`src/tws_pkg.sv`:
```
// Shared constants and types for the time window statistics block.
package tws_pkg;

  localparam int unsigned CAPACITY_DEF = 256;
  localparam int unsigned STAMP_W      = 63;
  localparam int unsigned SAMPLE_W     = 32;
  localparam int unsigned SUM_W        = 40;
  localparam int unsigned SQ_W         = 56;
  localparam logic [STAMP_W-1:0] HORIZON_RESET = 63'd1000000000;

  // shared unit operations
  localparam logic OP_DIV  = 1'b0;
  localparam logic OP_SQRT = 1'b1;

  typedef struct packed {
    logic start;
    logic op;
  } unit_ctrl_t;

  typedef struct packed {
    logic busy;
    logic done;
  } unit_sts_t;

endpackage

```
`src/tws_divsqrt.sv`:
```
// Shared iterative unit: unsigned 64 by CW bit divide, or 64 bit integer square root.
module tws_divsqrt #(
  parameter int unsigned CW = 9
) (
  input  logic                clk_i,
  input  logic                rst_ni,
  input  tws_pkg::unit_ctrl_t ctrl_i,
  input  logic [63:0]         a_i,
  input  logic [CW-1:0]       d_i,
  output tws_pkg::unit_sts_t  sts_o,
  output logic [63:0]         q_o
);

  logic        op_q;
  logic [6:0]  cnt_q;
  logic        done_q;
  logic [63:0] acc_q;
  logic [33:0] rem_q;
  logic [31:0] root_q;
  logic [CW-1:0] d_q;

  logic [33:0] r_div, r_sq, trial;
  logic        ge_div, ge_sq;

  always_comb begin
    r_div  = {rem_q[32:0], acc_q[63]};
    ge_div = r_div >= 34'(d_q);
    r_sq   = {rem_q[31:0], acc_q[63:62]};
    trial  = {root_q, 2'b01};
    ge_sq  = r_sq >= trial;
  end

  always_ff @(posedge clk_i or negedge rst_ni) begin
    if (!rst_ni) begin
      cnt_q  <= '0;
      done_q <= 1'b0;
      op_q   <= tws_pkg::OP_DIV;
    end else begin
      done_q <= (cnt_q == 7'd1);
      if (ctrl_i.start) begin
        op_q  <= ctrl_i.op;
        cnt_q <= (ctrl_i.op == tws_pkg::OP_SQRT) ? 7'd32 : 7'd64;
      end else if (cnt_q != '0) begin
        cnt_q <= cnt_q - 7'd1;
      end
    end
  end

  always_ff @(posedge clk_i) begin
    if (ctrl_i.start) begin
      acc_q  <= a_i;
      d_q    <= d_i;
      rem_q  <= '0;
      root_q <= '0;
    end else if (cnt_q != '0) begin
      if (op_q == tws_pkg::OP_SQRT) begin
        acc_q  <= {acc_q[61:0], 2'b00};
        rem_q  <= ge_sq ? (r_sq - trial) : r_sq;
        root_q <= {root_q[30:0], ge_sq};
      end else begin
        acc_q <= {acc_q[62:0], ge_div};
        rem_q <= ge_div ? (r_div - 34'(d_q)) : r_div;
      end
    end
  end

  assign sts_o.busy = (cnt_q != '0);
  assign sts_o.done = done_q;
  assign q_o = (op_q == tws_pkg::OP_SQRT) ? {32'd0, root_q} : acc_q;

endmodule

```
`config.mk`:
```
export PLATFORM = sky130hd
export DESIGN_NAME = tws_divsqrt
export DESIGN_NICKNAME = d
export VERILOG_FILES = /design/src/tws_pkg.sv /design/src/tws_divsqrt.sv
export SDC_FILE = /design/constraint.sdc
export NUM_CORES = 1
export LEC_CHECK = 0
export ABC_AREA = 1
export BUFFER_PORTS_ARGS = -buffer_cell sky130_fd_sc_hd__buf_2
export CORE_UTILIZATION = 30
export CTS_CLUSTER_DIAMETER = 60
export DETAILED_ROUTE_END_ITERATION = 12
export GPL_TIMING_DRIVEN = 0
export HOLD_SLACK_MARGIN = 0.15
export PLACE_DENSITY = 0.56
export SETUP_SLACK_MARGIN = 0.05
export SLEW_MARGIN = 20
export SYNTH_ARGS = -nofsm -noshare
export SYNTH_HDL_FRONTEND = slang
export SYNTH_SLANG_ARGS = --single-unit
```
`constraint.sdc`:
```
create_clock -name clk_i -period 2.6 [get_ports clk_i]
set_input_delay 0.39 -clock clk_i [delete_from_list [all_inputs] [get_ports clk_i]]
set_output_delay 0.39 -clock clk_i [all_outputs]
set_load 0.1 [all_outputs]
```
==> run summary <==
OUTCOME
--------------------------------------------------------------------------------------------------
Outcome                                                                               complete, no violations

YOSYS
--------------------------------------------------------------------------------------------------
Synth top cells by count                                                              nand2_1, inv_1, nor2_1
Synth Instances                                                                               1715
Leading area contributor after synthesis                                                  edfxtp_1
Mapped cell area                                                                         11200 µm²
Number of nets produced by synthesis                                                          1838
Number of enable-type register cells in the synthesized netlist                                 73
Most used standard cell by instance count after synthesis                                  nand2_1
Share of the yosys chip area belonging to registers                                          33.2%
FFs w/ async S/R, synth                                                                      6.12%
Synthesized area per cell                                                                 6.54 µm²
Main flop type after synthesis                                                            edfxtp_1
Number of different library cells in the post-synthesis netlist                                 48
Ranking of synthesized cells by area                                                  edfxtp_1, nand2_1, dfxtp_1, inv_1, nand3_1
Post-synthesis sequential element count                                                        147
Synthesis warning total                                                                          0
Top-area cell type share of the netlist area                                                 19.5%

PLACEMENT
--------------------------------------------------------------------------------------------------
Number of port buffers                                                                         142
Routability-driven placement congestion ratio                                                0.954
Placed wire-length estimate                                                               31500 µm
Area of placed instances                                                                 12700 µm²
Placed cell count                                                                             2327
Pre-CTS worst setup slack                                                                  -508 ps

CLOCK NETWORK
--------------------------------------------------------------------------------------------------
Clock transition time at the flip-flop clock pins of the worst setup and hold paths          70 ps
H-tree lvl count                                                                                 4
Maximum clock insertion buffer count                                                             2
# clock sinks                                                                                  147
Root buffer cell                                                                         clkbuf_16
TritonCTS clock tree                                                                           yes
Total CTS buffers                                                                               17
Clock latency on the worst-skew pair                                                        440 ps

FLOORPLAN
--------------------------------------------------------------------------------------------------
Core area                                                                                36700 µm²
I/O pins                                                                                       143
Vertical extent of the die                                                                  195 µm
Die Width                                                                                   195 µm
Effective utilization at floorplan                                                           30.6%
Core Rows                                                                                       70
DIE AREA                                                                                 38200 µm²

SETUP PATH
--------------------------------------------------------------------------------------------------
Category of the worst setup path capture point                                          output pin
Largest fanout of any net on the critical path                                                  10
Most frequent cell on the critical path                                                   clkbuf_4
Critical Path Source Type                                                                 register
Crit path arrival time                                                                     2090 ps
Worst Path Class, Setup                                                               register to output pin
CP max-delay cell                                                                          dfrtp_2
Largest incremental delay on the critical path                                              490 ps
Data required, critical path                                                               2210 ps
Sequence of cells on the critical path                                                clkbuf_4 -> clkbuf_4 -> clkbuf_4 -> nor2_2 -> buf_4

LAYOUT
--------------------------------------------------------------------------------------------------
Share of final-layout standard cells stronger than drive strength 1                          18.6%
Fin util                                                                                     38.7%
Antenna diode instance count                                                                     0
Nets                                                                                          2019
Synth-to-Final Area Change                                                                   26.7%
Non-filler cells, final                                                                       2377
Final Instance Area                                                                      14200 µm²

STA
--------------------------------------------------------------------------------------------------
Final number of setup-violating endpoints                                                        0
Minimum clock period after layout                                                          2480 ps
Final hold slack                                                                            202 ps
Final number of hold-violating endpoints                                                         0
Unrepaired setup endpoints after global routing                                                yes
Number of slew-limit violations in the final report                                              0
Worst setup margin                                                                          115 ps
Max_slew headroom                                                                            30.2%
Final worst-path cycle share                                                                 95.6%
Tightest Pin Transition                                                                    1050 ps
Max Clock Freq                                                                           0.402 GHz
Final Skew                                                                                 11.5 ps

GLOBAL ROUTING
--------------------------------------------------------------------------------------------------
Number of antenna violations at the first check in global routing                                0
First-pass GRT wire length                                                                60100 µm
Total routing usage reported by global routing                                               20.4%
Largest net degree at the start of global routing                                               29
Number of global-route vias before repair                                                    11000
Total overflow reported by the global router                                                     0

PWR
--------------------------------------------------------------------------------------------------
P_leak                                                                                     6.92 nW
Power Density                                                                          1410 nW/µm²
Largest voltage drop on the vdd net                                                       0.632 mV

ROUTING
--------------------------------------------------------------------------------------------------
Length of the first detailed-routing pass in iterations                                          5
Sum of routed wire length over all layers                                                 39600 µm
Routed WL per cell                                                                         16.6 µm
Remaining routing DRC violations                                                                 0
Antenna violation net count after detailed routing                                               0
Via density per instance                                                                      4.98
Number of DRC violations after detailed-routing iteration 0                                    942
Vias after detailed routing                                                                  11800

HOLD PATH
--------------------------------------------------------------------------------------------------
Worst min-delay path category                                                         input pin to register

JOB
--------------------------------------------------------------------------------------------------
Max-cap violations                                                                               0

==> stage by stage <==
| stage | TNS [ps] | power (mW) |
|---|---|---|
| floorplan | -8390 | 12.8 |
| global placement | -72090 | 15.9 |
| detailed placement | -29470 | 16.0 |
| CTS | 0 | 19.1 |
| global route | 0 | 21.6 |
| finish | 0 | 20.0 |
==> path summary, 6_finish.rpt <==
path	from	endpoint	slack [ps]	cells past startpoint
max	op_q$_DFFE_PN0P_	q_o[57]	120	5
min	ctrl_i[0]	op_q$_DFFE_PN0P_	200	3
max reg2reg	root_q[24]$_SDFFE_PP0P_	rem_q[22]$_SDFFE_PP0P_	140	16
min reg2reg	root_q[7]$_SDFFE_PP0P_	root_q[7]$_SDFFE_PP0P_	500	2
max in group asynchronous	rst_ni	op_q$_DFFE_PN0P_	2070	2
min in group asynchronous	rst_ni	cnt_q[5]$_DFFE_PN0P_	330	2
==> flip-flops by register name, indices dropped and copies added (netlist names) <==
| register | cells |
|---|---|
| root_q | 32 |
| done_q | 1 |
| rem_q | 33 |
| d_q | 9 |
| cnt_q | 7 |
| op_q | 1 |
| acc_q | 64 |
==> logic make-up (layout without fill, tap and decap cells) <==
kind of cell / Yosys count / after routing / share of synthesized area, %
simple gates: 882 / 882 / 33.1
xor+xnor: 28 / 28 / 2.19
buf+inv: 357 / 551 / 12.3
compound gates: 255 / 255 / 14.0
flops: 147 / 147 / 33.2
fa+ha+maj: 46 / 46 / 5.20
==> layout by cell type, fill, tap and decap left out, types with 7 or more instances in the layout <==
master	count
nand2_1	535
inv_1	281
nand3_1	122
nor2_1	97
buf_2	86
a21oi_1	74
edfxtp_1	73
o21ai_0	69
o221ai_1	62
dfxtp_1	48
nor2_2	45
buf_4	42
clkbuf_1	36
buf_6	33
xor2_1	23
ha_1	22
o21ai_1	19
ha_4	19
clkbuf_16	18
nand4_1	17
nand2_2	16
nand3b_1	16
dfxtp_2	16
clkbuf_4	11
o21ai_2	11
nor3_1	10
dlygate4sd3_1	10
dfrtp_1	8
inv_2	7
o211ai_1	7
==> routing by layer <==
| layer | share of wire [%] | global-route usage [%] | wire length [µm] |
|---|---|---|---|
| met5 | 0 | 0 | 0 |
| met4 | 2.3 | 6.18 | 907 |
| met3 | 5.2 | 3.39 | 2050 |
| met2 | 47 | 33.6 | 18400 |
| met1 | 46 | 27.2 | 18200 |
==> final cells by class <==
| cell class | count | area (µm²) |
|---|---|---|
| Clock buffer | 17 | 425 |
| Tap cell | 468 | 586 |
| Inverter | 292 | 1110 |
| Clock inverter | 15 | 210 |
| Timing Repair Buffer | 162 | 1200 |
| Fill cell | 3943 | 22500 |
| Multi-Input combinational cell | 1211 | 6590 |
| Sequential cell | 147 | 3740 |
| Buffer | 65 | 347 |
==> critical path, delay by kind of cell, from the launching register on <==
family        cells  cell delay (ps)
buf+inv           4             1040
simple gates      1              130
flops             1              490
==> where the power goes <==
group	internal, mW	leakage [nW]	switching (mW)
sequential	3.13	1.45	0.690
clock	1.56	0.311	1.17
combinational	4.33	5.16	9.14
total	9.02	6.92	11.0
==> what timing repair did <==
| action | CTS | global route |
|---|---|---|
| hold buffers | 10 | 0 |
| pin swaps | 0 | 2 |
| setup endpoints to repair | 127 | 91 |
| cloned | 0 | 1 |
| endpoints found under the hold margin | 18 | 0 |
| resized for setup | 101 | 106 |
| setup buffers | 3 | 4 |
No activity file was read; power rests on OpenSTA's default activity.
